==> src/design/spblit_pkg.sv <==
// Shared types and codes for the sprite blitter with clipping and colour key.
`timescale 1ns / 1ps

package spblit_pkg;

  // Kind of an input item, carried on the slave tuser.
  typedef enum logic [1:0] {
    ACT_START = 2'd0,
    ACT_PIXEL = 2'd1,
    ACT_READ  = 2'd2,
    ACT_BGWR  = 2'd3
  } action_e;

  // Result status.
  typedef enum logic [1:0] {
    ST_OK        = 2'd0,
    ST_REJECT    = 2'd1,
    ST_NO_SPRITE = 2'd2
  } status_e;

  // Draw modes; the fourth code draws as plain copy.
  localparam logic [1:0] MODE_COPY    = 2'd0;
  localparam logic [1:0] MODE_RESTORE = 2'd1;
  localparam logic [1:0] MODE_KEYED   = 2'd2;

  // Configuration register indexes and reset values.
  localparam logic CFG_TKEY = 1'b0;
  localparam logic CFG_RKEY = 1'b1;
  localparam logic [7:0] TKEY_RESET = 8'h1C;
  localparam logic [7:0] RKEY_RESET = 8'h10;

  // Per-item sprite information from the tracker.
  typedef struct packed {
    logic              place;
    logic signed [10:0] col;
    logic signed [10:0] row;
    logic [1:0]        mode;
    status_e           status;
    logic              done;
  } item_t;

  // Frame write control from the placement logic.
  typedef struct packed {
    logic we;
    logic use_bg;
  } wr_ctl_t;

endpackage

==> src/design/spblit_place.sv <==
// Pixel placement: clip to screen, store address and colour key decision.
`timescale 1ns / 1ps

module spblit_place #(
  parameter int SCREEN_WIDTH  = 128,
  parameter int SCREEN_HEIGHT = 160
) (
  input  spblit_pkg::item_t                         item_i,
  input  logic [7:0]                                pix_i,
  input  logic [7:0]                                tkey_i,
  input  logic [7:0]                                rkey_i,
  output spblit_pkg::wr_ctl_t                       ctl_o,
  output logic [$clog2(SCREEN_WIDTH*SCREEN_HEIGHT)-1:0] addr_o
);

  localparam int AddrW = $clog2(SCREEN_WIDTH * SCREEN_HEIGHT);
  localparam int RowW  = $clog2(SCREEN_HEIGHT);
  localparam logic [AddrW-1:0] WidthA  = AddrW'(SCREEN_WIDTH);
  localparam logic [RowW-1:0]  TopRow  = RowW'(SCREEN_HEIGHT - 1);

  logic             on_screen;
  logic             keep;
  logic [RowW-1:0]  flip_row;

  // Clip to the screen
  assign on_screen = !item_i.col[10] && (item_i.col[9:0] < 10'(SCREEN_WIDTH)) &&
                     !item_i.row[10] && (item_i.row[9:0] < 10'(SCREEN_HEIGHT));

  // Store rows run from the top of the screen down
  assign flip_row = TopRow - item_i.row[RowW-1:0];
  assign addr_o   = AddrW'(flip_row) * WidthA + AddrW'(item_i.col[9:0]);

  // Colour key: in restore mode, restore wins over transparent when both keys match
  always_comb begin
    keep          = 1'b0;
    ctl_o.use_bg  = 1'b0;
    case (item_i.mode)
      spblit_pkg::MODE_RESTORE: begin
        ctl_o.use_bg = (pix_i == rkey_i);
        keep         = (pix_i != rkey_i) && (pix_i == tkey_i);
      end
      spblit_pkg::MODE_KEYED: begin
        keep = (pix_i == tkey_i);
      end
      default: begin
      end
    endcase
    ctl_o.we = item_i.place && on_screen && !keep;
  end

endmodule

==> config.mk <==
export PLATFORM = sky130hd
export DESIGN_NAME = spblit_place
export DESIGN_NICKNAME = d
export VERILOG_FILES = /design/src/design/spblit_pkg.sv /design/src/design/spblit_place.sv
export SDC_FILE = /design/constraint.sdc
export NUM_CORES = 1
export LEC_CHECK = 0
export ABC_AREA = 0
export ABC_CLOCK_PERIOD_IN_PS = 1400
export BUFFER_PORTS_ARGS = -buffer_cell sky130_fd_sc_hd__buf_2
export CORE_UTILIZATION = 31
export DETAILED_ROUTE_END_ITERATION = 8
export PLACE_DENSITY = 0.87
export REMOVE_ABC_BUFFERS = 1
export SETUP_SLACK_MARGIN = 0.15
export SLEW_MARGIN = 20
export SYNTH_ARGS = -nofsm -noshare
export SYNTH_HDL_FRONTEND = slang
export SYNTH_SLANG_ARGS = --single-unit
==> constraint.sdc <==
create_clock -name vclk -period 1.4
set_input_delay 0.14 -clock vclk [all_inputs]
set_output_delay 0.14 -clock vclk [all_outputs]
set_load 0.005 [all_outputs]
# After elaboration in Yosys (flattened, before gate mapping)
# Index checks and enable logic that the tools add are counted.
# word_totals
mem_count,0
romBits,0
latch_bits,0
ram_bits,0
output_inout_bits,17
input_bits,52
word_cells,20
ff_bits,0
# op_classes
addsub,2
n_shift,0
div_mod_pow,0
mux,2
magnitude_cmp,2
multipliers,0
reduce_logical,9
n_eq_ne,5
n_bitwise,0
# op_table
cell,n
$lt 10x8->1 const B,2
$eq 8x8->1,2
$add 15x10->15,1
$ne 8x8->1,1
$sub 8x8->8 const A,1
$logic_and 1x1->1,6
$logic_not 1->1,3
$eq 2x1->1 const B,1
$eq 2x2->1 const B,1
$pmux 1 s2,1
$mux 1,1

# Longest topological paths before layout
# Gate-level depths: netlist of run 1.
# depth
word_depth,6
depth_mapped,8
ltp_nobuf,8

# Least setup slack after synthesis of run 1
# Ideal clock, no wire load.
# synth_timing
kind,input-to-output
start,input port item_i[5] (netlist name)
end,output port addr_o[13]
slack_ns,-0.111
n_path_buf,0
t_required_ns,1.260
path_stages,8
t_arrival_ns,1.371
cell_sequence,inv_1 ha_1 inv_1 fa_1 nand2b_1 a21oi_1 nand3b_1 xnor2_1
# synth_via
elab_chain_len,2
# synth_rtl
element,line,rtl
start: declaration,spblit_place.sv:8,"input spblit_pkg::item_t item_i,"
$sub 8x8->8,spblit_place.sv:30,assign flip_row = TopRow - item_i.row[RowW-1:0];
$add 15x10->15,spblit_place.sv:31,assign addr_o = AddrW'(flip_row) * WidthA + AddrW'(item_i.col[9:0]);
end: declaration,spblit_place.sv:13,output logic [$clog2(SCREEN_WIDTH*SCREEN_HEIGHT)-1:0] addr_o
# Every way passes these cells.

# Worst setup path after layout of run 1
# layout_timing
start,input port item_i[23] (netlist name)
end,output port addr_o[14]
# layout_via
elab_chain_len,1
# layout_rtl
element,line
$add 15x10->15,spblit_place.sv:31
# Every way passes these cells.

==> results of run 1 <==
-- worst max path at each step --
| stage | endpoint | slack (ps) |
|---|---|---|
| floorplan | addr_o[13] | -110 |
| global placement | addr_o[11] | -280 |
| detailed placement | addr_o[13] | -370 |
| CTS | addr_o[13] | -240 |
| global route | addr_o[13] | -310 |
| finish | addr_o[14] | -260 |
-- final cells by class --
class,count,share of cell area (%)
repair buffers,60,38.1
multi-input cells,51,55.8
well taps,16,1.91
inverters,11,4.18
-- metrics by stage --
stage / cells / utilization [%] / area, um^2 / power [mW]
after floorplan: 62 / - / 497 / 0.109
final: 138 / 66.4 / 1050 / 0.348
after global routing: 138 / 66.4 / 1050 / 0.375
after global placement: 132 / 50.2 / 792 / 0.225
after detailed placement: 132 / 50.2 / 792 / 0.232
after CTS: 137 / 60.9 / 960 / 0.289
-- layout by cell type, fill, tap and decap left out, types with 3 or more instances in the layout --
cell type / instances
sky130_fd_sc_hd__xor2_1: 16
sky130_fd_sc_hd__inv_1: 7
sky130_fd_sc_hd__ha_1: 4
sky130_fd_sc_hd__buf_2: 43
sky130_fd_sc_hd__inv_2: 3
sky130_fd_sc_hd__ha_4: 3
sky130_fd_sc_hd__buf_6: 15
sky130_fd_sc_hd__xnor2_1: 4
-- what timing repair did --
item,in CTS,in global routing
setup endpoints to repair,8,9
buffers inserted,5,1
gates resized for setup,26,14
pin swaps,16,12
-- report_power, final --
part	total, mW	switching, mW	internal, mW
Sequential	0	0	0
Combinational	0.348	0.155	0.193
Clock	0	0	0
Total	0.348	0.155	0.193
-- layer usage --
layer	vias up	wire length [um]	GRT usage, %
li1	326	-	-
met1	288	735	17.6
met2	57	1040	39.7
met3	6	216	4.90
met4	0	44	3.03
met5	-	0	0
-- critical path, stage by stage --
cell and delay, ps:
sky130_fd_sc_hd__buf_6 100, sky130_fd_sc_hd__ha_4 150, sky130_fd_sc_hd__buf_4 130, sky130_fd_sc_hd__buf_6 100, sky130_fd_sc_hd__buf_6 100, sky130_fd_sc_hd__a21o_1 180
sky130_fd_sc_hd__a21oi_4 220, sky130_fd_sc_hd__nor4b_2 90, sky130_fd_sc_hd__xnor2_1 170, sky130_fd_sc_hd__buf_2 140
-- kinds of logic after synthesis --
kind of cell	count (synthesis)	share of synthesized area [%]
AO/OA/AOI/OAI	7	9.34
XOR/XNOR	23	36.7
adder cells (fa/ha/maj)	8	19.6
buffers and inverters	18	17.1
AND/OR/NAND/NOR	13	17.3
==> impl_summary.txt, run 1 <==
----------------------------------------------------
[Run status]
  Outcome ... finished with violations
  Violated checks ... design-rule violations, negative setup slack

[Layout]
  Total of clock buffers placed in the layout ... 0
  Area growth, synth to finish ... 90.7%
  FF+latch area ... 0 um^2
  # diodes ... 0
  Number of flip-flops and latches ... 0
  Share of layout cells above drive strength 1 ... 68.0%
  Count of fill cells added during filler insertion ... between 100 and 150
  Number of nets in the finished design ... roughly 180
  Area taken by multi-input logic gates ... 584 um^2

[Global routing]
  Number of antenna violations at the first check in global routing ... 0
  Number of global-route vias before repair ... 691
  Total congestion overflow ... 0
  Total track usage ... 18.8%
  Global-route wire length before repair ... 2.82 mm
  Pin count of the biggest net entering global routing ... 5

[Placement]
  Final GP Congestion ... 0.624
  Total of buffers placed on input and output ports ... between 50 and 60
  Worst slack, placed ... -369 ps
  Placed wire-length estimate ... 1.24 mm

[Timing]
  Endpoints failing hold ... 0
  Total of endpoints with negative setup slack in the final report ... 6
  Post-layout min period ... 1660 ps
  Total Negative Setup Slacks ... -1300 ps
  Final period utilization ... 119%
  Setup repair after global routing missed its margin ... true
  Final Max Tran Viols ... 0
  Achievable frequency ... 602 MHz
  Post-route worst setup slack ... -262 ps
  Final Hold Slack ... around 280 ps
  Worst-margin pin slew ... between 300 and 400 ps
  Remaining max-slew budget at the tightest pin ... 79.9%

[Yosys]
  Cell types occupying the most area after synthesis ... sky130_fd_sc_hd__xor2_1, sky130_fd_sc_hd__ha_1, sky130_fd_sc_hd__buf_4, sky130_fd_sc_hd__xnor2_1, sky130_fd_sc_hd__inv_1
  Library cell with the largest summed area after synthesis ... sky130_fd_sc_hd__xor2_1
  Count leader, synth ... sky130_fd_sc_hd__xor2_1
  Sequential share of the synthesized area ... 0%
  Synth Area per Inst ... 7.96 um^2
  Post-synthesis instance area ... 549 um^2
  Area fraction of the dominant cell type after synthesis ... 27.1%
  Yosys warning count ... 0
  Number of cells produced by synthesis ... 69
  Distinct cells, synth ... 21
  Most frequent cells after synthesis ... sky130_fd_sc_hd__xor2_1, sky130_fd_sc_hd__inv_1, sky130_fd_sc_hd__buf_4, sky130_fd_sc_hd__ha_1, sky130_fd_sc_hd__xnor2_1

[Drt]
  Total Routed Length ... 2.04 mm
  Routed Antenna Nets ... 0
  Average routed wire per standard cell ... 14.8 um
  1st-pass router iterations ... 6
  Drc violations ... 6
  Via count ... approximately 680
  Initial DRC count ... 11
  Via/cell ratio ... between 4 and 5

[Floorplanning]
  Full die area ... between 1500 and 2000 um^2
  Y dimension of the die ... between 40 and 50 um
  Number of cell rows ... 14
  Starting density of the core ... 34.8%
  Total core area ... around 1600 um^2
  Width of the die ... 44.1 um
  Ports ... between 60 and 70

[Clock tree]
  Hold bufs inserted after CTS ... 0

[Critical path]
  Kind of end point of the critical path ... output port
  Critical path type ... primary input to output port
  Worst endpoint required time ... 1260 ps
  Crit path DAT ... 1520 ps
  Origin of the worst setup path ... item_i[23]
  Max FO, Critical Path ... 3
  Crit path launch type ... primary input

[Worst hold path]
  Path type of the worst min-delay path ... primary input to output port
  Endpoint of the worst hold path ... addr_o[0]
  Cell depth of the worst hold path ... 0
  Startpoint of the worst hold path ... item_i[16]

[Job]
  MaxCap Viol Count ... 0

[Power]
  Standby leakage power ... 0.532 nW
  Worst voltage drop across the vdd grid ... around 0.16 mV
  Pwr Density ... 333 nW/um^2

----------------------------------------------------
(Power assumes the default switching activity.)
==> run 2: changes to the inputs <==
SKIP_LAST_GASP = 1   (was not set)
==> run 2 against run 1 <==
Effect of this change: critical path depth unchanged; global-route usage decreased by 2.3 points; final area down 2.7%; maximum frequency is 1.4% lower; total power decreased by 4.9%; flip-flop and latch count did not move; combinational power shrank 5%; via count shrank 4.4%; the run still ends with design-rule violations, negative setup slack left; non-clock buffer count did not move; die area stayed put; hold slack stayed put; highest routed layer is now met3.
==> impl_summary.txt, run 2 (synthesis gave the netlist of run 1 again) <==
----------------------------------------------------
[Critical path]
  Crit path DAT ... between 1500 and 2000 ps
  Series of cell instances along the critical path ... buf_6 -> ha_4 -> buf_4 -> buf_6 -> buf_6 -> a21o_1 -> a21oi_4 -> buf_4 -> xor2_1 -> buf_2
  Cell with the biggest individual delay on the critical path ... sky130_fd_sc_hd__a21o_1
  CP max stage delay ... 190 ps
  Cell family with most CP delay ... buffers and inverters
  Max FO, Critical Path ... 3
  Crit path launch type ... primary input
  Worst path depth ... 10
  Most used cell along the critical path ... sky130_fd_sc_hd__buf_6
  Worst endpoint required time ... 1260 ps
  Kind of end point of the critical path ... output port
  Critical path type ... primary input to output port
  Count of buffer and inverter cells on the critical path ... 6

[Placement]
  Worst slack, placed ... -369 ps
  Total of buffers placed on input and output ports ... between 50 and 60
  Final GP Congestion ... 0.624
  Placed wire-length estimate ... 1.24 mm

[Global routing]
  Number of antenna violations at the first check in global routing ... 0
  Number of global-route vias before repair ... 648
  Total track usage ... between 15 and 20%
  Total congestion overflow ... 0
  Pin count of the biggest net entering global routing ... 5
  Global-route wire length before repair ... about 2.5 mm

[Layout]
  Leading cell types in the layout, fill and taps excluded ... sky130_fd_sc_hd__buf_2, sky130_fd_sc_hd__xor2_1, sky130_fd_sc_hd__buf_6, sky130_fd_sc_hd__inv_1, sky130_fd_sc_hd__xnor2_1
  Number of flip-flops and latches ... 0
  # diodes ... 0
  Area growth, synth to finish ... 85.4%
  Most common cell after layout, fill and taps aside ... sky130_fd_sc_hd__buf_2
  Share of layout cells above drive strength 1 ... roughly 67%
  Total of clock buffers placed in the layout ... 0
  FF+latch area ... 0 um^2
  Number of nets in the finished design ... around 180

[Worst hold path]
  Cell depth of the worst hold path ... 0
  Path type of the worst min-delay path ... primary input to output port

[Power]
  Power share of the sequential group ... 0%
  Combinational fraction of design power ... between 90% and 100%
  Pwr Density ... ~330 nW/um^2
  Switching power ... around 0.15 mW
  Total design power ... between 0.3 and 0.4 mW
  Clock share of power ... 0%
  Standby leakage power ... 0.524 nW
  Fraction of power spent switching nets ... 43.8%
  P_int ... about 0.19 mW
  Worst voltage drop across the vdd grid ... 0.128 mV

[Drt]
  Uppermost signal routing layer after detailed routing ... met3
  1st-pass router iterations ... 6
  Via count ... 647
  Wire length on met1 ... 631 um
  Initial DRC count ... 12
  Met3 Routed Length ... 203 um
  Routed Antenna Nets ... 0
  Via/cell ratio ... 4.69
  Total Routed Length ... between 1.5 and 2 mm
  Met2 Wirelength ... 878 um
  Drc violations ... 6
  Average routed wire per standard cell ... 12.4 um

[Timing]
  Achievable frequency ... 593 MHz
  Endpoints failing hold ... 0
  Remaining max-slew budget at the tightest pin ... 80.6%
  Worst-margin pin slew ... around 290 ps
  Post-route worst setup slack ... -285 ps
  Setup repair after global routing missed its margin ... true
  Final period utilization ... 120%
  Total of endpoints with negative setup slack in the final report ... 6
  Post-layout min period ... 1690 ps
  Final Max Tran Viols ... 0

[Job]
  MaxCap Viol Count ... 0

[Floorplanning]
  Width of the die ... 44.1 um
  Number of cell rows ... 14
  Total core area ... 1580 um^2
  Starting density of the core ... a little over a third
  Ports ... 69
  Full die area ... 1940 um^2
  Y dimension of the die ... around 44 um

[Run status]
  Violated checks ... design-rule violations, negative setup slack
  Outcome ... finished with violations

[Clock tree]
  Hold bufs inserted after CTS ... 0

----------------------------------------------------
==> run 2: cell types whose count changed in the layout (fill, tap and decap cells not counted), moves of 2 or more <==
cell	before	now
sky130_fd_sc_hd__xor2_2	1	3
sky130_fd_sc_hd__buf_6	15	11
sky130_fd_sc_hd__buf_4	2	4
sky130_fd_sc_hd__buf_2	43	45
sky130_fd_sc_hd__xor2_1	16	14
==> run 2: path summary, 6_finish.rpt <==
path | from | end
setup / recovery | item_i[23] | addr_o[10]
hold / removal | item_i[16] | addr_o[0]
==> run 2: timing repair <==
action	CTS	global route
pin swaps	14	17
endpoints found under the setup margin	8	9
setup buffers	5	1
resized for setup	21	14
==> run 2: cell type report <==
cell class | count | area, um^2
fill | 120 | 558
tap | 16 | 20.0
multi-input combinational | 51 | 576
timing repair buffer | 60 | 379
inverter | 11 | 43.8
==> run 2: power by group through the flow <==
stage               registers, mW  logic [mW]  clock network [mW]
global placement                0       0.225                   0
finish                          0       0.331                   0
CTS                             0       0.281                   0
floorplan                       0       0.109                   0
detailed placement              0       0.232                   0
global route                    0       0.362                   0
==> run 2: metrics by stage <==
step	cell area, um^2	TNS [ps]	utilization (%)	instances	hold WS [ps]
floorplan	497	-111	-	62	280
global placement	792	-812	50.2	132	280
detailed placement	792	-1030	50.2	132	280
CTS	928	-1000	58.9	137	280
global route	1020	-1450	64.6	138	280
finish	1020	-1080	64.6	138	280
==> run 2: metal layers <==
layer / vias up / track usage, %
met5: - / 0
met4: 0 / 0
met3: 0 / 4.90
met2: 50 / 35.6
met1: 273 / 15.6
li1: 324 / -
==> run 3: changes to the inputs <==
ABC_AREA = not set   (was 0)
BUFFER_PORTS_ARGS = -buffer_cell sky130_fd_sc_hd__buf_4   (was -buffer_cell sky130_fd_sc_hd__buf_2)
CORE_ASPECT_RATIO = 1.2   (was not set)
==> run 3 against run 2 <==
Effect of this change: the flow finishes with violations (negative setup slack); utilization grew 8.9 points; final area grew 18%; hold slack is the same; via count grew 7.0%; combinational power grew 18%; global-route usage grew 0.96 points; total power grew 18%; non-clock buffer count grew 3; worst setup slack gained 39 ps; critical path depth is the same; maximum frequency grew 2.4%; critical endpoint unchanged; largest power group unchanged.
==> impl_summary.txt, run 3 (synthesis gave the netlist of run 1 again) <==
----------------------------------------------------
[Run status]
  Outcome ... finished with violations
  Violated checks ... negative setup slack

[Layout]
  Share of layout cells above drive strength 1 ... 71.2%
  FF+latch area ... 0 um^2
  Total of clock buffers placed in the layout ... 0
  Area growth, synth to finish ... 120%
  Number of nets in the finished design ... 187
  Most common cell after layout, fill and taps aside ... sky130_fd_sc_hd__buf_4
  Leading cell types in the layout, fill and taps excluded ... sky130_fd_sc_hd__buf_4, sky130_fd_sc_hd__xor2_1, sky130_fd_sc_hd__buf_6, sky130_fd_sc_hd__inv_1
  Utilization after layout ... 73.5%
  Final design area excluding fillers ... 1210 um^2
  # diodes ... 0
  Number of flip-flops and latches ... 0

[Floorplanning]
  Total core area ... 1640 um^2
  Ports ... 69
  Width of the die ... 40.4 um
  Number of cell rows ... 16
  Y dimension of the die ... 48.1 um
  Full die area ... 1940 um^2
  Starting density of the core ... 33.5%

[Timing]
  Remaining max-slew budget at the tightest pin ... 77.5%
  Worst-margin pin slew ... 334 ps
  Final period utilization ... 118%
  Achievable frequency ... 607 MHz
  Final Hold Slack ... approximately 280 ps
  Setup repair after global routing missed its margin ... true
  Final Max Tran Viols ... 0
  Post-layout min period ... 1650 ps
  Total of endpoints with negative setup slack in the final report ... 6
  Endpoints failing hold ... 0
  Post-route worst setup slack ... -246 ps

[Power]
  Power share of the sequential group ... 0%
  Combinational fraction of design power ... 100.0%
  Worst voltage drop across the vdd grid ... about 0.16 mV
  Standby leakage power ... just under 0.6 nW
  Fraction of power spent switching nets ... 38.1%
  P_int ... around 0.24 mW
  Switching power ... 0.149 mW
  Pwr Density ... 324 nW/um^2
  Clock share of power ... 0%

[Drt]
  Via/cell ratio ... 4.84
  Initial DRC count ... 5
  Drc violations ... 0
  1st-pass router iterations ... 4
  Average routed wire per standard cell ... approximately 13 um
  Total Routed Length ... 1.90 mm
  Via count ... 692
  Routed Antenna Nets ... 0

[Global routing]
  Number of antenna violations at the first check in global routing ... 0
  Total congestion overflow ... 0
  Global-route wire length before repair ... 2.42 mm
  Total track usage ... between 10% and 20%
  Pin count of the biggest net entering global routing ... 5
  Number of global-route vias before repair ... 651

[Critical path]
  Count of buffer and inverter cells on the critical path ... 6
  CP max stage delay ... 220 ps
  Crit path DAT ... 1510 ps
  Cell family with most CP delay ... buffers and inverters
  Max FO, Critical Path ... 3
  Crit path launch type ... primary input
  Most used cell along the critical path ... sky130_fd_sc_hd__buf_6
  Critical path type ... primary input to output port
  Cell with the biggest individual delay on the critical path ... sky130_fd_sc_hd__a21oi_4
  Series of cell instances along the critical path ... buf_6 -> ha_4 -> buf_4 -> buf_6 -> buf_6 -> a21o_1 -> a21oi_4 -> buf_6 -> xor2_2 -> buf_4
  Kind of end point of the critical path ... output port
  Worst endpoint required time ... 1260 ps

[Placement]
  Total of buffers placed on input and output ports ... 52
  Placed wire-length estimate ... roughly 1.3 mm
  Cell area reported after detailed placement ... 932 um^2
  Final GP Congestion ... 0.673

[Worst hold path]
  Path type of the worst min-delay path ... primary input to output port
  Startpoint of the worst hold path ... item_i[16]
  Endpoint of the worst hold path ... addr_o[0]
  Cell depth of the worst hold path ... 0

[Clock tree]
  Hold bufs inserted after CTS ... 0

[Job]
  MaxCap Viol Count ... 0

----------------------------------------------------
[run 3: cell count changes in the layout (fill, tap and decap cells not counted), sizes merged]
cell / delta
buf: +3
[run 3: stage by stage]
step                cells  TNS, ps  setup WS [ps]  power [mW]
floorplan              62     -111           -111       0.109
global placement      135     -936           -351       0.277
detailed placement    135    -1120           -408       0.285
CTS                   141    -1000           -238       0.355
global route          143    -1420           -293       0.423
finish                143    -1030           -246       0.391
[run 3: routing by layer]
metal | GRT usage, % | up-vias | share of wire (%)
met5 | 0 | - | 0
met4 | 0 | 0 | 0
met3 | 5.48 | 0 | 11
met2 | 39.0 | 51 | 56
met1 | 14.6 | 310 | 32
li1 | - | 331 | -
[run 3: final cells by class]
type	instances	area [um^2]
multi-input combinational	51	607
timing repair buffer	63	533
fill	125	435
inverter	11	43.8
tap	18	22.5
[run 3: worst max-delay path by stage]
stage	depth (start not counted)	end	slack, ps	from
2_1_floorplan	8	addr_o[13]	-110	item_i[5]
3_3_place_gp	10	addr_o[13]	-350	item_i[5]
3_5_place_dp	10	addr_o[13]	-410	item_i[5]
4_1_cts	10	addr_o[13]	-240	item_i[5]
5_1_grt	10	addr_o[13]	-290	item_i[5]
6_report	10	addr_o[10]	-250	item_i[23]
[run 3: repair_timing]
action,in CTS,in global routing
setup endpoints to repair,9,9
buffers inserted,6,2
pin swaps,15,14
resized for setup,33,11
[run 3: power groups by stage]
stage	sequential, mW	combinational, mW	clock (mW)
final	0	0.391	0
after global routing	0	0.423	0
after CTS	0	0.355	0
after detailed placement	0	0.285	0
after global placement	0	0.277	0
after floorplan	0	0.109	0
