===== config.mk =====
export PLATFORM = sky130hd
export DESIGN_NAME = spblit_track
export DESIGN_NICKNAME = d
export VERILOG_FILES = /design/src/design/spblit_pkg.sv /design/src/design/spblit_track.sv
export SDC_FILE = /design/constraint.sdc
export NUM_CORES = 1
export LEC_CHECK = 0
export BUFFER_PORTS_ARGS = -buffer_cell sky130_fd_sc_hd__buf_2
export CAP_MARGIN = 20
export CORE_UTILIZATION = 40
export CTS_CLUSTER_SIZE = 8
export DETAILED_ROUTE_END_ITERATION = 6
export GPL_TIMING_DRIVEN = 0
export PLACE_DENSITY = 0.67
export RECOVER_POWER = 25
export SETUP_SLACK_MARGIN = 0.02
export SLEW_MARGIN = 20
export SYNTH_ARGS = -nofsm -noshare
export SYNTH_HDL_FRONTEND = slang
export SYNTH_SLANG_ARGS = --single-unit

===== constraint.sdc =====
create_clock -name clk_i -period 4 [get_ports clk_i]
set_clock_uncertainty 0.05 [all_clocks]
set_input_delay 0.8 -clock clk_i [delete_from_list [all_inputs] [get_ports clk_i]]
set_output_delay 0.8 -clock clk_i [all_outputs]
set_load 0.1 [all_outputs]

===== src/design/spblit_pkg.sv =====
// Shared types and codes for the sprite blitter with clipping and colour key.
`timescale 1ns / 1ps

package spblit_pkg;

  // Kind of an input item, carried on the slave tuser.
  typedef enum logic [1:0] {
    ACT_START = 2'd0,
    ACT_PIXEL = 2'd1,
    ACT_READ  = 2'd2,
    ACT_BGWR  = 2'd3
  } action_e;

  // Result status.
  typedef enum logic [1:0] {
    ST_OK        = 2'd0,
    ST_REJECT    = 2'd1,
    ST_NO_SPRITE = 2'd2
  } status_e;

  // Draw modes; the fourth code draws as plain copy.
  localparam logic [1:0] MODE_COPY    = 2'd0;
  localparam logic [1:0] MODE_RESTORE = 2'd1;
  localparam logic [1:0] MODE_KEYED   = 2'd2;

  // Configuration register indexes and reset values.
  localparam logic CFG_TKEY = 1'b0;
  localparam logic CFG_RKEY = 1'b1;
  localparam logic [7:0] TKEY_RESET = 8'h1C;
  localparam logic [7:0] RKEY_RESET = 8'h10;

  // Per-item sprite information from the tracker.
  typedef struct packed {
    logic              place;
    logic signed [10:0] col;
    logic signed [10:0] row;
    logic [1:0]        mode;
    status_e           status;
    logic              done;
  } item_t;

  // Frame write control from the placement logic.
  typedef struct packed {
    logic we;
    logic use_bg;
  } wr_ctl_t;

endpackage


===== src/design/spblit_track.sv =====
// Sprite tracker: start latch, rejection test, pixel counters and status.
`timescale 1ns / 1ps

module spblit_track #(
  parameter int SCREEN_WIDTH  = 128,
  parameter int SCREEN_HEIGHT = 160
) (
  input  logic                clk_i,
  input  logic                rst_ni,
  input  logic                acc_i,
  input  spblit_pkg::action_e action_i,
  input  logic signed [9:0]   x_i,
  input  logic signed [9:0]   y_i,
  input  logic [7:0]          w_i,
  input  logic [7:0]          h_i,
  input  logic [1:0]          mode_i,
  output spblit_pkg::item_t   item_o
);

  localparam logic signed [11:0] WidthS  = 12'(SCREEN_WIDTH);
  localparam logic signed [11:0] HeightS = 12'(SCREEN_HEIGHT);
  localparam logic [8:0]         WidthU  = 9'(SCREEN_WIDTH);
  localparam logic [8:0]         HeightU = 9'(SCREEN_HEIGHT);

  logic signed [9:0] origin_col_q, origin_col_d;
  logic signed [9:0] origin_row_q, origin_row_d;
  logic [7:0]        width_q, width_d;
  logic [7:0]        height_q, height_d;
  logic [1:0]        mode_q, mode_d;
  logic [7:0]        col_q, col_d;
  logic [7:0]        row_q, row_d;
  logic              pending_q, pending_d;
  logic              rejected_q, rejected_d;

  logic signed [11:0] x12, y12, w12, h12;
  logic               reject;
  logic               col_last, row_last;

  // Rejection test on the start fields
  always_comb begin
    x12 = 12'(x_i);
    y12 = 12'(y_i);
    w12 = $signed({4'b0000, w_i});
    h12 = $signed({4'b0000, h_i});
    reject = (x12 >= WidthS) || (y12 - h12 + 12'sd1 >= HeightS) ||
             (x12 + w12 <= 12'sd0) || (y12 < 12'sd0) ||
             ({1'b0, w_i} > WidthU) || ({1'b0, h_i} > HeightU) ||
             (w_i == 8'd0) || (h_i == 8'd0);
  end

  assign col_last = ({1'b0, col_q} + 9'd1) >= {1'b0, width_q};
  assign row_last = ({1'b0, row_q} + 9'd1) >= {1'b0, height_q};

  // Per-item answer from the current sprite state
  always_comb begin
    item_o.col   = {origin_col_q[9], origin_col_q} + $signed({3'b000, col_q});
    item_o.row   = {origin_row_q[9], origin_row_q} - $signed({3'b000, row_q});
    item_o.mode  = mode_q;
    item_o.place = (action_i == spblit_pkg::ACT_PIXEL) && pending_q && !rejected_q;
    item_o.done  = (action_i == spblit_pkg::ACT_PIXEL) && pending_q && col_last && row_last;
    case (action_i)
      spblit_pkg::ACT_START: begin
        item_o.status = reject ? spblit_pkg::ST_REJECT : spblit_pkg::ST_OK;
      end
      spblit_pkg::ACT_PIXEL: begin
        if (!pending_q) begin
          item_o.status = spblit_pkg::ST_NO_SPRITE;
        end else if (rejected_q) begin
          item_o.status = spblit_pkg::ST_REJECT;
        end else begin
          item_o.status = spblit_pkg::ST_OK;
        end
      end
      default: begin
        item_o.status = spblit_pkg::ST_OK;
      end
    endcase
  end

  // Latch a start, advance the counters on a pending pixel
  always_comb begin
    origin_col_d = origin_col_q;
    origin_row_d = origin_row_q;
    width_d      = width_q;
    height_d     = height_q;
    mode_d       = mode_q;
    col_d        = col_q;
    row_d        = row_q;
    pending_d    = pending_q;
    rejected_d   = rejected_q;
    if (acc_i) begin
      case (action_i)
        spblit_pkg::ACT_START: begin
          origin_col_d = x_i;
          origin_row_d = y_i;
          width_d      = w_i;
          height_d     = h_i;
          mode_d       = mode_i;
          col_d        = 8'd0;
          row_d        = 8'd0;
          rejected_d   = reject;
          pending_d    = (w_i != 8'd0) && (h_i != 8'd0);
        end
        spblit_pkg::ACT_PIXEL: begin
          if (pending_q) begin
            if (col_last) begin
              col_d = 8'd0;
              if (row_last) begin
                row_d     = 8'd0;
                pending_d = 1'b0;
              end else begin
                row_d = row_q + 8'd1;
              end
            end else begin
              col_d = col_q + 8'd1;
            end
          end
        end
        default: begin
        end
      endcase
    end
  end

  always_ff @(posedge clk_i or negedge rst_ni) begin
    if (!rst_ni) begin
      origin_col_q <= '0;
      origin_row_q <= '0;
      width_q      <= '0;
      height_q     <= '0;
      mode_q       <= '0;
      col_q        <= '0;
      row_q        <= '0;
      pending_q    <= 1'b0;
      rejected_q   <= 1'b0;
    end else begin
      origin_col_q <= origin_col_d;
      origin_row_q <= origin_row_d;
      width_q      <= width_d;
      height_q     <= height_d;
      mode_q       <= mode_d;
      col_q        <= col_d;
      row_q        <= row_d;
      pending_q    <= pending_d;
      rejected_q   <= rejected_d;
    end
  end

  // Counters stay inside the held sprite
  a_col_in_sprite: assert property (@(posedge clk_i) disable iff (!rst_ni)
    pending_q |-> (col_q < width_q) && (row_q < height_q))
    else $error("pixel counter beyond held sprite size");

endmodule


# After elaboration in Yosys (flattened, before gate mapping)
# Index checks and enable logic that the tools add are counted.
# word_totals
ff_bits	56
latchBits	0
ramBits	0
romBits	0
inputBits	43
out_inout_bits	28
elab_cells	67
n_memories	0
# classes
n_addsub	9
multipliers	0
div	0
order_cmp	8
n_eq_ne	3
n_shift	0
mux	15
bitwise_logic	0
n_reduce_logical	23
# op_table
op	count
two-way mux 8 bit	5
case mux 8 bit (2 select lines)	2
adder 10 x 9 -> 11 bit	2
subtractor 10 x 9 -> 11 bit	2
adder 8 x 1 -> 9 bit (second input constant)	2
greater-or-equal comparator 9 x 8 -> 1 bit	2
adder 8 x 1 -> 8 bit (second input constant)	2
> comparator 8 bit (second input constant)	2
logical NOT 8 bit	2
nonzero test 8 bit	2
adder 11 x 2 -> 12 bit (second input constant)	1
greater-or-equal comparator 12 x 9 -> 1 bit (second input constant)	1
<= comparator 11 x 1 -> 1 bit (second input constant)	1
greater-or-equal comparator 10 x 9 -> 1 bit (second input constant)	1
less-than comparator 10 x 1 -> 1 bit (second input constant)	1
logical OR 1 bit	7
logical AND 1 bit	5
two-way mux 1 bit	5
inequality test 2 bit (second input constant)	2
case mux 2 bit (2 select lines)	1
AND reduction 2 bit	2
AND reduction 4 bit	1
AND reduction 3 bit	1
equality test 2 x 1 -> 1 bit (second input constant)	1
5 further kinds	5

# Depth between registers and ports, before layout
# Gate-level depths: netlist (run 1).
# logic_depth
depth_word	12
depth_mapped	14
depth_no_buf	14

# Least setup slack after synthesis (run 1)
# No wires, ideal clock.
# synth_timing
kind	input -> output
startpoint	input y_i[1]
endpoint	output item_o[1] (netlist name)
arrival_time_ns	4.085
t_required_ns	3.150
path_slack_ns	-0.935
path_stages	14
cell_sequence	inv_1 > ha_1 > inv_1 > ha_1 > inv_1 > fa_1 > nor2b_1 > o21ai_2 > a22oi_1 > nor4_1 > o41ai_2 > o21ai_0 > o211a_2 > a221oi_2
# synth_rtl
element	line	source
from (decl)	spblit_track.sv:13	input logic signed [9:0] y_i,
to (decl)	spblit_track.sv:17	output spblit_pkg::item_t item_o

==> metrics.txt, run 1 <==
crit path capture type=primary output; # IOs=71; gr usage total=0.200; sequential area share after synthesis=0.308; dpl ws=-0.574 ns; Total Wirelength=11.1 mm; total negative slack=-0.226 ns; Pleak=2.60 nW; TritonCTS clock tree=done; clock slew at reported path FFs=0.08 ns; Post-Syn Nets=630; crit-path max cell delay=0.41 ns; via count=3,956; Cell variety after synth=61; share of the synthesized area in the top cell type=0.308; Critical Path Start Type=primary input; Period minus WS final=4.23 ns; Root Driver=clkbuf_16; share of cells above drive strength 1=0.224; DRC violations left=0; first-pass GRT wire length=18.4 mm; Synth area leader=dfrtp_1; fin crit share=1.06; commonest register cell after synthesis=dfrtp_1; fillers=1,030; CP Data Required Time=3.15 ns; WS Path Type=in -> out; run status=finished, violations left; clk_lat worst skew=0.30 ns; WHS=0.463 ns; Final Max Slew Viols=0; P&R area growth vs syn=18.7%; Inserted Diodes=0; Worst Path Arrival=~3.4 ns; power density over the cells=445 nW/um^2; Syn. warnings=0; RSZ-0062 raised after global routing=true; Crit Path Max Fanout=5; WP buf/inv=5; initial antenna violation count=0; drt via density=5.32; final setup violating endpoints=1; fraction of registers with async set/reset=1.00; synth top area cells=dfrtp_1, ha_1, inv_1; Slowest-stage cell, CP=o41ai_2; HPWL Detailed=8.87 mm; failing checks=setup timing; Final Hold Fails=0; mapped cell area=roughly 4500 um^2; GP Congestion=0.821; first-pass detailed-route iteration total=4; Post-synth top cells=inv_1, nand2_1, ha_1; Yosys reg bits=56; # nets final=708; pin count of the biggest net entering global routing=57; number of synthesized flops with an enable pin=0; port bufs=70; Syn Inst Count=around 520; wire length per cell=between 10 and 15 um; die area=11,800 um^2; Worst Tran Pin Value=1.44 ns; GRT Residual Overflow=0; kind of cell adding the most delay to the critical path=compound AO/OA/AOI/OAI gates; # rows=38; Slew headroom=0.0393; most used cell, CP=ha_4; critical-path cell list=buf_8, inv_6, ha_4, inv_4, ha_4, inv_2, fa_2, nor2b_4, o21ai_4, nand4_1, o211ai_1, o41ai_2, nand3_1, o211a_4, a221oi_4, buf_12; most numerous cell in the Yosys netlist=inv_1; VDD IR-drop max=0.000497 V; vias in the first global route=3,908; HP Class=reg -> reg; Die X-Extent=around 110 um; core box area=10,900 um^2; die height=~110 um; CTS H-tree lvls=2; setup slack after layout=-0.226 ns; clock sinks=56; syn_area_per_cell=8.68 um^2; Initial Util=0.416; DRT iter0 DRCs=178; maxcap violations=0; number of CTS-inserted buffers=5; Fmax=237 MHz; DRT antenna net count=0; Clock Tree Buf Depth=2
## worst paths after layout
| path | from | to | slack (ns) | cells past startpoint |
|---|---|---|---|---|
| setup reg to reg | col_q[1] | col_q[6] | 1.04 | 12 |
| max in group asynchronous | rst_ni | col_q[0] | 2.16 | 1 |
| setup / recovery | y_i[1] | item_o[1] | -0.23 | 16 |
| hold reg to reg | row_q[5] | row_q[5] | 0.46 | 1 |
| hold / removal | row_q[5] | row_q[5] | 0.46 | 1 |
| min in group asynchronous | rst_ni | origin_col_q[5] | 0.79 | 1 |
## metal layers
metal  wire, um  part of all wire  global-route usage  vias up
met3        474             0.043              0.0239       14
met2       5380              0.49               0.356       98
li1           -                 -                   -     1960
met4        160             0.014              0.0589        0
met5          0                 0                   0        -
met1       5060              0.46               0.253     1884
## logic make-up (layout without fill, tap and decap cells)
logic type      Yosys count  count (layout)  synth area share
simple gates            173             173             0.181
compound gates          117             117             0.176
buf+inv                  72             151            0.0622
fa+ha+maj                63              63             0.180
flops                    56              56             0.308
xor+xnor                 25              25            0.0482
mux                      18              18            0.0443
## per-stage QoR
step | util | instance area [um^2] | total power, mW | std cells
2_1_floorplan | - | 4620 | 1.71 | 524
3_3_place_gp | 0.470 | 5140 | 1.90 | 734
3_5_place_dp | 0.470 | 5140 | 1.92 | 734
4_1_cts | 0.490 | 5360 | 2.40 | 743
5_1_grt | 0.493 | 5400 | 2.53 | 743
6_report | 0.493 | 5400 | 2.40 | 743
## layout by cell type (no fill, tap or decap), drive strengths merged, types with 4 or more instances in the layout
cell type  instances
fa                 4
nor2              39
nand3             15
a21boi             7
a21oi             15
xor2               7
dfrtp             56
xnor2             18
nor3              11
nor4               5
mux2              17
o21ai             55
a21o               7
o21a               4
nand2             61
clkbuf            13
ha                59
buf               70
nand2b            14
nor2b              9
or2                6
inv               64
## final cells by class
| cell class | instances | area [um^2] | share of cell area |
|---|---|---|---|
| multi-input cells | 396 | 2980 | 0.552 |
| flip-flops and latches | 56 | 1400 | 0.260 |
| repair buffers | 71 | 403 | 0.0747 |
| inverters | 65 | 251 | 0.0466 |
| well taps | 140 | 175 | 0.0325 |
| clock buffers | 5 | 125 | 0.0232 |
| plain buffers | 7 | 38.8 | 0.00719 |
| clock inverters | 3 | 23.8 | 0.00441 |
## registers in the layout (all words and copies together) (netlist names)
name and count:
col_q 8, origin_col_q 10, origin_row_q 10, pending_q 1, row_q 8, mode_q 2
height_q 8, width_q 8, rejected_q 1
## report_power, final
| group | total [mW] | leakage [nW] | internal [mW] | switching, mW |
|---|---|---|---|---|
| Sequential | 0.700 | 0.700 | 0.643 | 0.0573 |
| Clock | 0.458 | 0.0660 | 0.234 | 0.224 |
| Combinational | 1.24 | 1.83 | 0.336 | 0.908 |
## repair_timing
action,CTS,global route
buffers inserted,1,0
hold buffers,0,0
gates cloned,0,0
pin swaps,9,5
resized for setup,14,13
endpoints found under the setup margin,2,6
## worst register-to-register path, delay by kind of cell, from the launching register on
kind	cells	cell delay [ns]
buf+inv	1	0.20
compound gates	2	0.32
fa+ha+maj	2	0.51
simple gates	6	1.13
xor+xnor	1	0.23
flops	1	0.45
(Power assumes the default switching activity.)
==> inputs of run 2 (changes only) <==
--- a/config.mk
+++ b/config.mk
@@ -11,7 +11,7 @@
 export CTS_CLUSTER_SIZE = 8
 export DETAILED_ROUTE_END_ITERATION = 6
 export GPL_TIMING_DRIVEN = 0
-export PLACE_DENSITY = 0.67
+export PLACE_DENSITY = 0.56
 export RECOVER_POWER = 25
 export SETUP_SLACK_MARGIN = 0.02
 export SLEW_MARGIN = 20
==> run 2 against run 1 <==
Effect of this change:
- the flow still finishes with violations (setup timing)
- final cell count unchanged
- die area unchanged
- flip-flop and latch count unchanged
- worst hold slack got worse by 0.0066 ns
- maximum frequency decreased by 0.80%
- setup slack got worse by 0.034 ns
- wire length increased by 1.3%
- global-route usage increased by 0.84 points
- largest power group unchanged
==> metrics.txt, run 2 (synthesized netlist as in run 1, its figures left out) <==
final setup violating endpoints=1 (unchanged); DRT antenna net count=0 (unchanged); Fmax=235 MHz (-0.80%); VDD IR-drop max=0.000382 V (-23%); Period minus WS final=4.26 ns (+0.0339 ns); kind of cell adding the most delay to the critical path=compound AO/OA/AOI/OAI gates; most frequent cells in the layout=buf_2, nand2_1, inv_1, dfrtp_1, ha_1; most used cell, CP=ha_4; Slowest-stage cell, CP=o41ai_2; # IOs=71 (unchanged); HP Class=reg -> reg; Hold Buf Count CTS=0 (unchanged); TritonCTS clock tree=done; clk_lat worst skew=0.31 ns (about the same); port bufs=70 (unchanged); total negative slack=-0.260 ns (-0.0339 ns); Pleak=2.61 nW (+0.43%); DRC violations left=0 (unchanged); Worst Tran Pin Value=1.47 ns (+0.0270 ns); clock slew at reported path FFs=0.07 ns (about the same); wire length per cell=15.1 um (+1.3%); crit-path max cell delay=0.39 ns (-0.02 ns); core box area=10,900 um^2 (unchanged); crit path capture type=primary output; P&R area growth vs syn=19.4%; Power Total=2.46 mW (+2.4%); Final Max Slew Viols=0 (unchanged); first-pass detailed-route iteration total=4 (unchanged); DRT iter0 DRCs=83 (-53%); HPWL Detailed=9.06 mm (+2.2%); WS Path Type=in -> out; initial antenna violation count=0 (unchanged); gr usage total=0.208 (+0.00837); power density over the cells=453 nW/um^2 (+1.8%); first-pass GRT wire length=18.8 mm (+1.9%); number of CTS-inserted buffers=5 (unchanged); run status=finished, violations left; Clock Tree Buf Depth=2 (unchanged); die height=109 um (unchanged); share of cells above drive strength 1=0.229 (+0.00498); Root Driver=clkbuf_16; fin crit share=1.07 (+0.00847); maxcap violations=0 (unchanged); most common cell after layout, fill and taps aside=buf_2; Die X-Extent=109 um (unchanged); Final Hold Fails=0 (unchanged); biggest regs=origin_col_q: 10 flops, origin_row_q: 10 flops; setup slack after layout=-0.260 ns (-0.0339 ns); failing checks=setup timing; # nets final=708 (unchanged); Crit Path Max Fanout=5 (unchanged); clock sinks=56 (unchanged); pin count of the biggest net entering global routing=57 (unchanged); Worst Path Arrival=3.41 ns (+0.03 ns); dpl ws=-0.635 ns (-0.0611 ns); die area=11,800 um^2 (unchanged); GRT Residual Overflow=0 (unchanged); WHS=0.457 ns (-0.00661 ns); critical-path cell list=buf_8, ha_4, inv_4, ha_4, inv_2, fa_2, nor2b_4, o21ai_4, a21oi_2, nor2_1, o41ai_2, nand3_1, o211a_4, a221oi_4, buf_12; fillers=1,087 (+5.5%); Critical Path Start Type=primary input; Inserted Diodes=0 (unchanged); drt via density=5.20 (-2.3%); Initial Util=0.416 (unchanged); Total Wirelength=11.2 mm (+1.3%); Slew headroom=0.0213 (-0.0180); via count=3,864 (-2.3%); RSZ-0062 raised after global routing=true; # rows=38 (unchanged); GP Congestion=0.805 (-1.9%); vias in the first global route=3,929 (+0.54%); CTS H-tree lvls=2 (unchanged); CP Data Required Time=3.15 ns (about the same); WP buf/inv=4 (-1)
-- run 2: changes by cell type in the layout (fill, tap and decap cells not counted), sizes merged --
cell | before | now
bufinv | 0 | 1
clkinvlp | 2 | 1
-- run 2: worst min-delay path: stages, from the launching register on --
cell	delay, ns
dfrtp_1	0.36
nand2_1	0.05
o21ai_0	0.06
-- run 2: final timing paths --
| path | from | endpoint | slack [ns] | cells past startpoint |
|---|---|---|---|---|
| setup / recovery | h_i[1] | item_o[1] | -0.26 | 15 |
| setup reg to reg | col_q[0] | col_q[3] | 1.05 | 12 |
| max in group asynchronous | rst_ni | width_q[7] | 2.23 | 1 |
| min in group asynchronous | rst_ni | origin_col_q[6] | 0.79 | 1 |
| hold / removal | height_q[0] | height_q[0] | 0.46 | 2 |
| hold reg to reg | height_q[0] | height_q[0] | 0.46 | 2 |
-- run 2: report_power, final --
group / switching [mW] / internal [mW] / total [mW]
Sequential: 0.0549 / 0.643 / 0.698
Combinational: 0.906 / 0.338 / 1.24
Clock: 0.224 / 0.295 / 0.519
-- run 2: per-stage QoR --
step                      utilization  std cells  cell area, um^2
after floorplan                     -        524             4620
after global placement          0.470        734             5140
after detailed placement        0.470        734             5140
after CTS                       0.491        743             5370
after global routing            0.497        743             5430
final                           0.497        743             5430
-- run 2: layout make-up --
| type | count | area [um^2] | share of cell area |
|---|---|---|---|
| buffer | 7 | 38.8 | 0.00714 |
| clock buffer | 5 | 125 | 0.0230 |
| clock inverter | 3 | 42.5 | 0.00783 |
| inverter | 65 | 251 | 0.0463 |
| multi-input combinational | 396 | 3000 | 0.552 |
| sequential | 56 | 1400 | 0.258 |
| tap | 140 | 175 | 0.0323 |
| timing repair buffer | 71 | 400 | 0.0737 |
-- run 2: metal layers --
layer | vias to the layer above | global-route usage | wire length (um)
met5 | - | 0 | 0
met3 | 17 | 0.0341 | 404
li1 | 1959 | - | -
met1 | 1825 | 0.255 | 4880
met4 | 0 | 0.0878 | 298
met2 | 63 | 0.361 | 5640
-- run 2: timing repair --
action	in CTS	in global routing
gates resized for setup	12	15
endpoints found under the setup margin	2	5
setup buffers	1	0
pin swaps	9	5
==> inputs of run 3 (changes only) <==
--- a/config.mk
+++ b/config.mk
@@ -5,13 +5,15 @@
 export SDC_FILE = /design/constraint.sdc
 export NUM_CORES = 1
 export LEC_CHECK = 0
+export ABC_AREA = 1
 export BUFFER_PORTS_ARGS = -buffer_cell sky130_fd_sc_hd__buf_2
 export CAP_MARGIN = 20
 export CORE_UTILIZATION = 40
 export CTS_CLUSTER_SIZE = 8
 export DETAILED_ROUTE_END_ITERATION = 6
+export GPL_ROUTABILITY_DRIVEN = 0
 export GPL_TIMING_DRIVEN = 0
-export PLACE_DENSITY = 0.56
+export PLACE_DENSITY = 0.55
 export RECOVER_POWER = 25
 export SETUP_SLACK_MARGIN = 0.02
 export SLEW_MARGIN = 20
==> run 3 against run 2 <==
Effect of this change:
- the flow now finishes without violations
- sequential share of layout area decreased by 1.6 points
- die area increased by 9.2%
- setup slack improved by 0.41 ns
- non-clock buffer count increased by 2
- sequential power about the same
- design area increased by 6.8%
- global-route usage decreased by 0.30 points
- critical path depth increased by 4
- largest power group unchanged
- clock power increased by 8.1%
==> metrics.txt, run 3 <==
mapped cell area=4970 um^2 (+9.4%); Final Max Slew Viols=0 (unchanged); Total Wirelength=12.5 mm (+11%); Internal=1.28 mW (about the same); port bufs=70 (unchanged); P_sw=1.22 mW (+2.6%); most common cell after layout, fill and taps aside=nand2_1; WS Path Type=in -> out; share of cells above drive strength 1=0.149 (-0.0802); Post-synth top cells=nand2_1, inv_1, ha_1; fin util=0.481 (-0.0160); Post-Syn Nets=814 (+29%); Initial Util=0.412 (-0.00355); Worst Tran Pin Value=1.39 ns (-0.0750 ns); Worst Path Arrival=3.00 ns (-0.41 ns); Switching Fraction=0.488 (+0.00624); Fmax=260 MHz (+11%); power density over the cells=430 nW/um^2 (-5.2%); Slew headroom=0.0713 (+0.0500); Cell variety after synth=37 (-39%); TritonCTS clock tree=done; setup slack after layout=0.148 ns (+0.408 ns); via count=4,607 (+19%); register area=1400 um^2 (about the same); initial antenna violation count=0 (unchanged); die area=12,900 um^2 (+9.2%); Clock Tree Buf Depth=2 (unchanged); pin count of the biggest net entering global routing=57 (unchanged); fillers=1,261 (+16%); clock slew at reported path FFs=0.07 ns (about the same); # rows=40 (+5.3%); Synth area leader=dfrtp_1; CP Data Required Time=3.15 ns (about the same); run status=completed; most frequent cells in the layout=nand2_1, inv_1, buf_2, ha_1, dfrtp_1; number of CTS-inserted buffers=5 (unchanged); DRT iter0 DRCs=230 (+180%); first-pass GRT wire length=21.3 mm (+13%); final setup violating endpoints=0 (-1); wire length per cell=13.1 um (-13%); area of the multi-input gates=3100 um^2 (+3.3%); vias in the first global route=4,401 (+12%); Syn. warnings=0 (unchanged); first-pass detailed-route iteration total=5 (+1); combinational power share=0.496 (-0.010); Die X-Extent=113 um (+4.5%); GRT Residual Overflow=0 (unchanged); crit path capture type=primary output; fraction of registers with async set/reset=1.00 (unchanged); commonest register cell after synthesis=dfrtp_1; fin crit share=0.963 (-0.102); HP Class=reg -> reg; VDD IR-drop max=0.000269 V (-30%); Inserted Diodes=0 (unchanged); P&R area growth vs syn=16.6%; DRC violations left=0 (unchanged); clock sinks=56 (unchanged); number of synthesized flops with an enable pin=0 (unchanged); # nets final=893 (+26%); die height=113 um (+4.5%); RSZ-0062 raised after global routing=false; most numerous cell in the Yosys netlist=nand2_1; drt via density=4.82 (-7.2%); clock network power share=0.225 (+0.014); DRT antenna net count=0 (unchanged); Pleak=3.31 nW (+27%); synth top area cells=dfrtp_1, nand2_1, ha_1; biggest regs=origin_col_q: 10 flops, origin_row_q: 10 flops; # IOs=71 (unchanged); Syn Inst Count=708 (+35%); Yosys reg bits=56 (unchanged); CTS H-tree lvls=2 (unchanged); Reg power frac=0.279 (-0.004); Critical Path Start Type=primary input; dpl ws=-0.242 ns (+0.393 ns); share of the synthesized area in the top cell type=0.282 (-0.0264); clk_lat worst skew=0.29 ns (-0.02 ns); maxcap violations=0 (unchanged); syn_area_per_cell=7.02 um^2 (-19%); gr usage total=0.205 (-0.00303); Final Hold Fails=0 (unchanged); sequential area share after synthesis=0.282 (-0.0264); core box area=12,100 um^2 (+10%); Period minus WS final=3.85 ns (-0.408 ns); Crit Path Max Fanout=3 (-2); Root Driver=clkbuf_16; HPWL Detailed=10.2 mm (+13%)
## run 3: changes by cell type in the layout (fill, tap and decap cells not counted), sizes merged, moves of 7 or more
cell	change
nand3b	+7
nor3	-7
nor2b	-9
xor2	+16
nand3	+43
o21ai	-16
nand2	+160
inv	+66
mux2	-17
xnor2	-13
nand2b	-14
a21oi	+12
## run 3: cells by family after synthesis
logic type                 count (synthesis)  synth area share
xor gates and xnor gates                  28            0.0493
buffers and inverters                    138             0.104
adders and majority gates                 63             0.165
DFF                                       56             0.282
AOI/OAI and AO/OA                         79            0.0868
and+or+nand+nor                          344             0.313
## run 3: path summary, 6_finish.rpt
path,from,to,slack (ns),cells after the start
worst max-delay path,y_i[1],item_o[1],0.15,19
worst min register to register,mode_q[0],mode_q[0],0.43,2
max in group asynchronous,rst_ni,col_q[0],2.21,1
worst max register to register,col_q[0],row_q[2],1.43,15
min in group asynchronous,rst_ni,origin_col_q[1],0.77,1
worst min-delay path,mode_q[0],mode_q[0],0.43,2
## run 3: cell type report
cell class | instances | area share
buffer | 8 | 0.00518
tap | 168 | 0.0363
sequential | 56 | 0.242
clock inverter | 2 | 0.0104
timing repair buffer | 72 | 0.0665
clock buffer | 5 | 0.0216
multi-input combinational | 514 | 0.534
inverter | 130 | 0.0842
## run 3: repair_timing
action,CTS,global route
setup buffers,0,2
resized for setup,5,12
hold buffers,0,0
pin swaps,0,2
endpoints found under the setup margin,1,3
## run 3: power groups by stage
stage | registers, mW | logic (mW) | clock network [mW]
finish | 0.695 | 1.24 | 0.561
global route | 0.705 | 1.34 | 0.592
CTS | 0.695 | 1.23 | 0.573
detailed placement | 0.705 | 1.23 | 0
global placement | 0.704 | 1.21 | 0
floorplan | 0.706 | 0.991 | 0
## run 3: worst max-delay path, stage by stage
cell and delay, ns:
buf_2 0.09, inv_1 0.04, ha_1 0.27, inv_1 0.06
ha_2 0.18, inv_1 0.07, fa_2 0.32, nand3b_1 0.19
nand3_2 0.12, nand2_2 0.06, nand3_1 0.06, nand2_1 0.05
nor2_1 0.11, nand2_1 0.08, nand2_2 0.08, nand3_4 0.09
nand2_2 0.09, nand2_2 0.06, buf_12 0.16
## run 3: stage by stage
stage | cell area (um^2) | power (mW) | cells | TNS (ns) | hold WS [ns]
after floorplan | 4980 | 1.70 | 708 | 0 | 0.398
after global placement | 5540 | 1.92 | 946 | -0.220 | 0.401
after detailed placement | 5550 | 1.93 | 946 | -0.242 | 0.407
after CTS | 5750 | 2.50 | 953 | 0 | 0.425
after global routing | 5800 | 2.64 | 955 | 0 | 0.439
final | 5800 | 2.49 | 955 | 0 | 0.429
## run 3: per-layer routing
metal	track usage	share of wire	vias up
li1	-	-	2383
met1	0.305	0.52	2152
met2	0.331	0.45	67
met3	0.0106	0.029	5
met4	0.0421	0.0074	0
met5	0	0	-
